[config.mk]
export PLATFORM = sky130hd
export DESIGN_NAME = lcd_number_display_writer
export DESIGN_NICKNAME = d
export VERILOG_FILES = /design/src/hw/rtl/lcdnum_pkg.sv /design/src/hw/rtl/lcd_number_display_writer.sv
export SDC_FILE = /design/constraint.sdc
export NUM_CORES = 1
export LEC_CHECK = 0
export BUFFER_PORTS_ARGS = -buffer_cell sky130_fd_sc_hd__clkbuf_2
export CAP_MARGIN = 20
export CORE_ASPECT_RATIO = 1.5
export CORE_UTILIZATION = 25
export DETAILED_ROUTE_END_ITERATION = 16
export PLACE_DENSITY = 0.4
export SLEW_MARGIN = 20
export SYNTH_ARGS = -nofsm -noshare
export SYNTH_HDL_FRONTEND = slang
export SYNTH_SLANG_ARGS = --single-unit
[constraint.sdc]
create_clock -name clk_i -period 4.19 [get_ports clk_i]
set_input_delay 0.2095 -clock clk_i [delete_from_list [all_inputs] [get_ports clk_i]]
set_output_delay 0.2095 -clock clk_i [all_outputs]
set_load 0.01 [all_outputs]
[src/hw/rtl/lcdnum_pkg.sv]
// Package for the LCD number display writer.
// Holds the request kind codes, LCD command and ASCII constants, and digit-to-character mapping.
// No dependencies.
package lcdnum_pkg;

  // Default sizes
  localparam int unsigned MaxDigitsDef  = 16;
  localparam int unsigned ValueWidthDef = 16;

  // Request kinds
  typedef enum logic [1:0] {
    KIND_UDEC = 2'd0,
    KIND_SDEC = 2'd1,
    KIND_HEX  = 2'd2,
    KIND_BIN  = 2'd3
  } kind_e;

  // LCD command bits
  localparam logic [7:0] LCD_SET_DDRAM  = 8'h80;
  localparam logic [7:0] LCD_ROW2_OFFS  = 8'h40;

  // ASCII characters
  localparam logic [7:0] ASCII_ZERO  = 8'h30;
  localparam logic [7:0] ASCII_A     = 8'h41;
  localparam logic [7:0] ASCII_MINUS = 8'h2D;
  localparam logic [7:0] ASCII_PLUS  = 8'h2B;

  // Digit value 0..15 to ASCII, uppercase hex letters
  function automatic logic [7:0] digit_to_ascii(input logic [3:0] d);
    logic [7:0] ch;
    if (d < 4'd10) begin
      ch = ASCII_ZERO + {4'b0000, d};
    end else begin
      ch = ASCII_A + {4'b0000, d} - 8'd10;
    end
    return ch;
  endfunction

endpackage

[src/hw/rtl/lcd_number_display_writer.sv]
// Turns a number display request into a sequence of character LCD bus writes.
// Serial binary-to-decimal converter (shift and add-3), output register, small sequencer.
// Depends on lcdnum_pkg.
//
// Usage:
//   Input channel (in_valid_i / in_stall_o) takes one request: kind, line, column,
//   value and digit count. The block holds in_stall_o high until every write of
//   that request has been loaded into the output register.
//   Output channel (out_valid_o / out_stall_i) gives one bus write per request
//   transfer: first the set-DDRAM-address command, then the sign for signed
//   decimal, then the digits, most significant first; last_o marks the final one.
//   A taken request moves the sequencer to the address state, which then loads
//   the address command into the output register. Decimal kinds convert one value
//   bit per cycle while the address and sign go out; hex and binary digits load
//   directly. With no digits a request writes only the address command, plus the
//   sign for signed decimal. The output register holds one write; while out_stall_i
//   is high the sequencer waits and the held write does not change.
//   Reset clears the sequencer and the output valid; no request is pending.
module lcd_number_display_writer
  import lcdnum_pkg::*;
#(
  parameter int unsigned MAX_DIGITS  = MaxDigitsDef,
  parameter int unsigned VALUE_WIDTH = ValueWidthDef
) (
  input  logic                   clk_i,
  input  logic                   rst_ni,
  // request channel
  input  logic                   in_valid_i,
  output logic                   in_stall_o,
  input  logic [1:0]             kind_i,
  input  logic [1:0]             line_number_i,
  input  logic [5:0]             column_number_i,
  input  logic [VALUE_WIDTH-1:0] value_i,
  input  logic [4:0]             digit_count_i,
  // bus write channel
  output logic                   out_valid_o,
  input  logic                   out_stall_i,
  output logic                   is_data_o,
  output logic [7:0]             bus_byte_o,
  output logic                   last_o
);

  localparam int unsigned CntW  = $clog2(MAX_DIGITS + 1);
  localparam int unsigned IdxW  = (MAX_DIGITS > 1) ? $clog2(MAX_DIGITS) : 1;
  localparam int unsigned ConvW = $clog2(VALUE_WIDTH + 1);
  localparam int unsigned PadW  = VALUE_WIDTH + MAX_DIGITS;

  // Sequencer states
  localparam logic [1:0] ST_IDLE   = 2'd0;
  localparam logic [1:0] ST_ADDR   = 2'd1;
  localparam logic [1:0] ST_SIGN   = 2'd2;
  localparam logic [1:0] ST_DIGITS = 2'd3;

  logic [1:0]                  state_q, state_d;
  kind_e                       kind_q;
  logic                        neg_q;
  logic [7:0]                  addr_q;
  logic [CntW-1:0]             dig_q, dig_d;
  logic [ConvW-1:0]            conv_cnt_q;
  logic [VALUE_WIDTH-1:0]      bin_q;
  logic [MAX_DIGITS-1:0][3:0]  bcd_q;

  logic                        out_valid_q;
  logic                        out_is_data_q;
  logic [7:0]                  out_byte_q;
  logic                        out_last_q;

  logic                        in_accept;
  logic                        slot_free;
  logic                        conv_done;
  logic                        emit;
  logic                        emit_data;
  logic [7:0]                  emit_byte;
  logic                        emit_last;

  // Request decode
  kind_e                       in_kind;
  logic                        in_neg;
  logic [VALUE_WIDTH-1:0]      in_mag;
  logic [CntW-1:0]             in_cnt;
  logic [7:0]                  in_addr;
  logic [PadW-1:0]             in_pad;
  logic [MAX_DIGITS-1:0][3:0]  in_nib;

  // Converter step
  logic [MAX_DIGITS-1:0][3:0]  corr;
  logic [MAX_DIGITS*4:0]       bcd_shift;
  logic [IdxW-1:0]             dig_idx;

  assign in_stall_o = (state_q != ST_IDLE);
  assign in_accept  = in_valid_i && !in_stall_o;
  assign slot_free  = !out_valid_q || !out_stall_i;
  assign conv_done  = (conv_cnt_q == '0);

  always_comb begin
    in_kind = kind_e'(kind_i);
    in_neg  = (in_kind == KIND_SDEC) && value_i[VALUE_WIDTH-1];
    in_mag  = in_neg ? (~value_i + 1'b1) : value_i;
    if ({1'b0, digit_count_i} > 6'(MAX_DIGITS)) begin
      in_cnt = CntW'(MAX_DIGITS);
    end else begin
      in_cnt = CntW'(digit_count_i);
    end
    // column - 1 wraps modulo 256; any line other than one is row two
    in_addr = {2'b00, column_number_i} - 8'd1;
    if (line_number_i != 2'd1) begin
      in_addr = in_addr + LCD_ROW2_OFFS;
    end
    in_addr = in_addr | LCD_SET_DDRAM;
    // direct digit load for hex and binary
    in_pad = {{MAX_DIGITS{1'b0}}, value_i};
    for (int i = 0; i < int'(MAX_DIGITS); i++) begin
      in_nib[i] = 4'h0;
      if (in_kind == KIND_HEX) begin
        if (i == 0) in_nib[i] = in_pad[3:0];
        if (i == 1) in_nib[i] = in_pad[7:4];
      end else if (in_kind == KIND_BIN) begin
        in_nib[i] = {3'b000, in_pad[i]};
      end
    end
  end

  // Add-3 correction on every BCD digit before each shift
  always_comb begin
    for (int i = 0; i < int'(MAX_DIGITS); i++) begin
      corr[i] = (bcd_q[i] >= 4'd5) ? (bcd_q[i] + 4'd3) : bcd_q[i];
    end
  end

  // Corrected digits shifted left by one, next value bit entering at the bottom
  assign bcd_shift = {corr, bin_q[VALUE_WIDTH-1]};

  // Digit converter: one value bit shifted in per cycle
  always_ff @(posedge clk_i or negedge rst_ni) begin
    if (!rst_ni) begin
      conv_cnt_q <= '0;
    end else if (in_accept) begin
      if (in_kind == KIND_UDEC || in_kind == KIND_SDEC) begin
        conv_cnt_q <= ConvW'(VALUE_WIDTH);
      end else begin
        conv_cnt_q <= '0;
      end
    end else if (!conv_done) begin
      conv_cnt_q <= conv_cnt_q - 1'b1;
    end
  end

  always_ff @(posedge clk_i) begin
    if (in_accept) begin
      bin_q <= in_mag;
      bcd_q <= in_nib;
    end else if (!conv_done) begin
      bcd_q <= bcd_shift[MAX_DIGITS*4-1:0];
      bin_q <= bin_q << 1;
    end
  end

  // Request fields held for the sequencer
  always_ff @(posedge clk_i) begin
    if (in_accept) begin
      kind_q <= in_kind;
      neg_q  <= in_neg;
      addr_q <= in_addr;
    end
  end

  // Next write selection
  assign dig_idx = IdxW'(dig_q - 1'b1);

  always_comb begin
    emit      = 1'b0;
    emit_data = 1'b1;
    emit_byte = digit_to_ascii(bcd_q[dig_idx]);
    emit_last = (dig_q == CntW'(1));
    state_d   = state_q;
    dig_d     = dig_q;
    unique case (state_q)
      ST_IDLE: begin
        if (in_accept) begin
          state_d = ST_ADDR;
          dig_d   = in_cnt;
        end
      end
      ST_ADDR: begin
        emit      = slot_free;
        emit_data = 1'b0;
        emit_byte = addr_q;
        emit_last = (kind_q != KIND_SDEC) && (dig_q == '0);
        if (emit) begin
          if (emit_last) begin
            state_d = ST_IDLE;
          end else if (kind_q == KIND_SDEC) begin
            state_d = ST_SIGN;
          end else begin
            state_d = ST_DIGITS;
          end
        end
      end
      ST_SIGN: begin
        emit      = slot_free;
        emit_byte = neg_q ? ASCII_MINUS : ASCII_PLUS;
        emit_last = (dig_q == '0);
        if (emit) begin
          state_d = emit_last ? ST_IDLE : ST_DIGITS;
        end
      end
      ST_DIGITS: begin
        emit = slot_free && conv_done;
        if (emit) begin
          dig_d = dig_q - 1'b1;
          if (emit_last) state_d = ST_IDLE;
        end
      end
      default: begin
        state_d = ST_IDLE;
      end
    endcase
  end

  always_ff @(posedge clk_i or negedge rst_ni) begin
    if (!rst_ni) begin
      state_q <= ST_IDLE;
      dig_q   <= '0;
    end else begin
      state_q <= state_d;
      dig_q   <= dig_d;
    end
  end

  // Output register
  always_ff @(posedge clk_i or negedge rst_ni) begin
    if (!rst_ni) begin
      out_valid_q <= 1'b0;
    end else if (emit) begin
      out_valid_q <= 1'b1;
    end else if (!out_stall_i) begin
      out_valid_q <= 1'b0;
    end
  end

  always_ff @(posedge clk_i) begin
    if (emit) begin
      out_is_data_q <= emit_data;
      out_byte_q    <= emit_byte;
      out_last_q    <= emit_last;
    end
  end

  assign out_valid_o = out_valid_q;
  assign is_data_o   = out_is_data_q;
  assign bus_byte_o  = out_byte_q;
  assign last_o      = out_last_q;

`ifndef SYNTHESIS
  // A taken request always starts with the address command
  assert property (@(posedge clk_i) disable iff (!rst_ni)
    in_accept |=> (state_q == ST_ADDR))
    else $error("request taken but sequencer not at address write");

  // Digits leave only once the converter has finished
  assert property (@(posedge clk_i) disable iff (!rst_ni)
    (state_q == ST_DIGITS) && emit |-> conv_done)
    else $error("digit written before conversion finished");

  // The digit phase never runs with an empty digit count
  assert property (@(posedge clk_i) disable iff (!rst_ni)
    (state_q == ST_DIGITS) |-> (dig_q != '0))
    else $error("digit phase with no digits left");

  // The final write of a request returns the sequencer to idle
  assert property (@(posedge clk_i) disable iff (!rst_ni)
    emit && emit_last |=> (state_q == ST_IDLE))
    else $error("sequencer busy after final write");
`endif

endmodule
==> key figures <==
Die
  • Number of top-level pins: 47
  • Die area: slightly below 30000 um2
  • Initial cell density of the core: 0.2540
  • Die H: approximately 210 um
  • Number of core rows: 75
  • Die width: around 140 um
  • Core box area: between 20000 and 30000 um2

Timing
  • Worst clock skew on the final layout: around 8.7 ps
  • Max-slew violation count: 0
  • Tightest slew margin relative to the limit: 0.4532
  • Number of endpoints with negative hold slack in the final report: 0
  • Maximum frequency from static timing analysis: between 300 and 400 MHz
  • RSZ-0062 raised after global routing: no
  • Period Utilization, post-route: 0.7124
  • Worst Slack Setup Final: between 1000 and 1500 ps
  • Actual slew at the worst max-slew pin: 820.2 ps
  • Final critical delay including setup and external delays: about 3000 ps
  • Endpoints failing setup: 0
  • Total negative slack for setup checks: 0 ps

Global routing
  • Global route overflow: 0
  • Maximum number of pins on one net before global-route repair: between 80 and 90
  • Number of antenna violations at the first check in global routing: 0
  • Overall Global Routing Usage: 0.1336
  • Number of global-route vias before repair: roughly 5200
  • Wire length of the first global-routing pass: between 20 and 30 mm

Synthesis
  • Post-synth cell types: 51
  • Flip-flop and latch count after synthesis: around 110
  • Number of enable flip-flop cells after synthesis: 100
  • Post-synth design cell area: 7079 um2
  • Share of async-settable or async-resettable flops after synthesis: 0.1150
  • Post-synth top flop: sky130_fd_sc_hd__edfxtp_1
  • Sequential-to-total area share from yosys stat: 0.4701
  • Synthesis Warnings: 0
  • Synthesized area per cell: just over 10 um2
  • Post-synthesis instance total: 700
  • Post-synth net total: 780

Place
  • Placed wire-length estimate after detailed placement: ~13 mm
  • Global placement routability congestion: around 0.78
  • Port Buffers: 46
  • Placement-stage worst setup slack: 1184 ps

Setup path
  • Type of destination of the critical path: register
  • Gate family responsible for the most delay along the worst path: multiplexers
  • Critical path startpoint category: register
  • Logic depth of the worst register-to-register path: 7
  • Buffers plus inverters on the worst setup path: 1
  • Crit path required time: 4370 ps
  • Worst Setup Path Type: reg -> reg
  • Most used cell, CP: sky130_fd_sc_hd__mux4_2
  • Cell at the slowest stage of the critical path: sky130_fd_sc_hd__ha_1
  • Ordered list of cells on the worst path: inv_1 > ha_1 > mux4_2 > mux4_2 > a211oi_4 > a211oi_1 > a31o_1
  • Largest stage delay on the critical path: 660 ps
  • Maximum fanout encountered on the critical timing path: 14
  • Number of gates on the worst path with buffers counted: 7
  • Critical path data arrival time: ~3200 ps

CTS
  • Post-CTS setup buffers: 0
  • Quantity of gates resized following cts: 0
  • Clock insertion delay at the later pin of the skew report: about 430 ps
  • Register clock-pin slew on the reported worst setup and hold paths: about 60 ps
  • Number of sinks handled by clock tree synthesis: 113
  • H-tree levels: 4
  • Clock tree from TritonCTS: yes
  • Root buffer cell: sky130_fd_sc_hd__clkbuf_16
  • Total clock buffers created by CTS: 17
  • Clk buf depth: 2
  • Hold buffers post-CTS: 2

Pwr
  • Power share of the combinational group: 0.422
  • Internal power component: roughly 4400 uW
  • Cell Pwr Density: between 800 and 900 nW/um2
  • Leak Pwr: 0.003332 uW
  • Flop pwr share: 0.338
  • Sw Pwr: ~2800 uW
  • Proportion of power drawn by the clock network: 0.239
  • Proportion of total power due to net switching: 0.3846
  • IR Drop Worst-Case VDD: 0.2228 mV

Final layout
  • Area overhead of the layout relative to synthesis: 18.84%
  • Layout Nets: 830
  • Fraction of final layout cells with drive strength greater than 1: 0.1442
  • Number of antenna repair diodes: 0

Hold path
  • Cells on Worst Hold Path: 3
  • Worst min-delay path category: in -> reg

Drt
  • Detailed-router iteration count before antenna repair: 6
  • Routed vias: slightly above 5000
  • Detail Route Antenna Nets: 0
  • DRT iter0 DRCs: 300
  • Post-detailed-routing wire length: between 15 and 20 mm
  • Post-route DRC violation count: 0
  • Drt wl/cell: 16.43 um
  • Vias per inst: 4.618

Job
  • Max cap viols: 0

Outcome
  • Result of the run: finished, final reports clean
## layout by cell type, fill, tap and decap left out, types with 4 or more instances in the layout
master                       count
sky130_fd_sc_hd__o21ai_1         7
sky130_fd_sc_hd__mux4_2         15
sky130_fd_sc_hd__inv_1          53
sky130_fd_sc_hd__nand2_1        79
sky130_fd_sc_hd__dfrtp_1        13
sky130_fd_sc_hd__a211oi_1        6
sky130_fd_sc_hd__clkbuf_2       46
sky130_fd_sc_hd__nor2_1         85
sky130_fd_sc_hd__a21oi_1        74
sky130_fd_sc_hd__mux2i_1        16
sky130_fd_sc_hd__edfxtp_1      100
sky130_fd_sc_hd__xor2_1         20
sky130_fd_sc_hd__buf_4           6
sky130_fd_sc_hd__o31ai_1        15
sky130_fd_sc_hd__o21ai_0        37
sky130_fd_sc_hd__nor2b_1         4
sky130_fd_sc_hd__clkinvlp_4      6
sky130_fd_sc_hd__bufinv_16       7
sky130_fd_sc_hd__ha_1           45
sky130_fd_sc_hd__xnor2_1        33
sky130_fd_sc_hd__nand2b_1       17
sky130_fd_sc_hd__nor3_1         14
sky130_fd_sc_hd__nand3_1         5
sky130_fd_sc_hd__clkbuf_16      17
## sequential cells by signal, indices dropped and copies added (netlist names)
| register | flops |
|---|---|
| is_data_o | 1 |
| neg_q | 1 |
| last_o | 1 |
| out_valid_o | 1 |
| bin_q | 16 |
| conv_cnt_q | 5 |
| kind_q | 2 |
| bus_byte_o | 8 |
| dig_q | 5 |
| addr_q | 7 |
| bcd_q | 64 |
| state_q | 2 |
## worst register-to-register path, stage by stage, from the launching register on
cell,delay [ps]
sky130_fd_sc_hd__dfrtp_1,360
sky130_fd_sc_hd__inv_1,90
sky130_fd_sc_hd__ha_1,660
sky130_fd_sc_hd__mux4_2,410
sky130_fd_sc_hd__mux4_2,560
sky130_fd_sc_hd__a211oi_4,340
sky130_fd_sc_hd__a211oi_1,110
sky130_fd_sc_hd__a31o_1,200
## layer usage
layer / wire [um] / vias to the layer above / GRT usage / part of all wire
met5: 0 / - / 0 / 0
met1: 7450 / 2479 / 0.1455 / 0.41
met3: 352 / 20 / 0.02325 / 0.019
met4: 370 / 0 / 0.05670 / 0.020
met2: 10050 / 57 / 0.2509 / 0.55
li1: - / 2565 / - / -
## Yosys cell counts (2+ instances only)
library cell	count	area (um2)
sky130_fd_sc_hd__or4_1	2	15.01
sky130_fd_sc_hd__dfrtp_1	13	325.3
sky130_fd_sc_hd__a21oi_1	74	370.4
sky130_fd_sc_hd__edfxtp_1	100	3003
sky130_fd_sc_hd__o21ai_0	37	185.2
sky130_fd_sc_hd__nand3_1	5	25.02
sky130_fd_sc_hd__or3_1	2	12.51
sky130_fd_sc_hd__nand2_1	80	300.3
sky130_fd_sc_hd__o31ai_1	15	112.6
sky130_fd_sc_hd__buf_2	2	10.01
sky130_fd_sc_hd__mux2i_1	16	160.2
sky130_fd_sc_hd__nor3_2	2	20.02
sky130_fd_sc_hd__nor3_1	14	70.07
sky130_fd_sc_hd__a31oi_1	2	12.51
sky130_fd_sc_hd__a31o_1	2	17.52
sky130_fd_sc_hd__nor2_1	85	319.1
sky130_fd_sc_hd__buf_6	2	22.52
sky130_fd_sc_hd__clkbuf_1	18	67.56
sky130_fd_sc_hd__xnor2_1	33	289.0
sky130_fd_sc_hd__a21o_1	3	22.52
sky130_fd_sc_hd__xor2_1	20	175.2
sky130_fd_sc_hd__mux2_2	2	22.52
sky130_fd_sc_hd__nor3b_1	3	22.52
sky130_fd_sc_hd__a211oi_1	6	45.04
sky130_fd_sc_hd__nor2b_1	4	25.02
sky130_fd_sc_hd__mux4_2	15	337.8
sky130_fd_sc_hd__o21ai_1	7	35.03
sky130_fd_sc_hd__nand2b_1	17	106.4
sky130_fd_sc_hd__ha_1	45	563.0
sky130_fd_sc_hd__inv_1	53	198.9
## power by group through the flow
stage,combinational [uW],clock [uW],sequential (uW)
after detailed placement,3080,0,2480
after floorplan,2400,0,2300
after global routing,3480,1800,2520
after global placement,3050,0,2490
final,3050,1730,2440
after CTS,3100,1760,2460
## per-stage QoR
stage / instance area, um2 / total power, uW / util / hold slack, ps / cells
floorplan: 7079 / 4696 / - / -86.09 / 700
global route: 8413 / 7798 / 0.3019 / 37.80 / 1109
detailed placement: 7704 / 5557 / 0.2764 / 149.5 / 1075
finish: 8413 / 7214 / 0.3019 / 47.61 / 1109
CTS: 8413 / 7322 / 0.3019 / 23.79 / 1109
global placement: 7704 / 5538 / 0.2764 / 162.9 / 1075
## cell type report
class | instances | area (um2)
Fill cell | 2829 | 19460
Sequential cell | 113 | 3328
Clock inverter | 15 | 264.0
Timing Repair Buffer | 55 | 315.3
Tap cell | 346 | 432.9
Inverter | 55 | 206.4
Multi-Input combinational cell | 508 | 3441
Clock buffer | 17 | 425.4
## worst paths after layout
path / start / end / slack (ps)
setup / recovery: dig_q[1] / bus_byte_o[6] / 1200
hold / removal: digit_count_i[0] / dig_q[0] / 50
setup reg to reg: dig_q[1] / bus_byte_o[6] / 1200
hold reg to reg: bin_q[15] / bcd_q[0] / 520
max in group asynchronous: rst_ni / dig_q[3] / 3670
min in group asynchronous: rst_ni / conv_cnt_q[1] / 240
## logic make-up after synthesis
family,after synthesis,synth area share
xor gates and xnor gates,55,0.07017
DFF,113,0.4701
AOI/OAI and AO/OA,155,0.1255
adders and majority gates,45,0.07953
and+or+nand+nor,220,0.1363
buffers and inverters,79,0.04489
muxes,33,0.07352
Power figures use the tool's default switching activity.
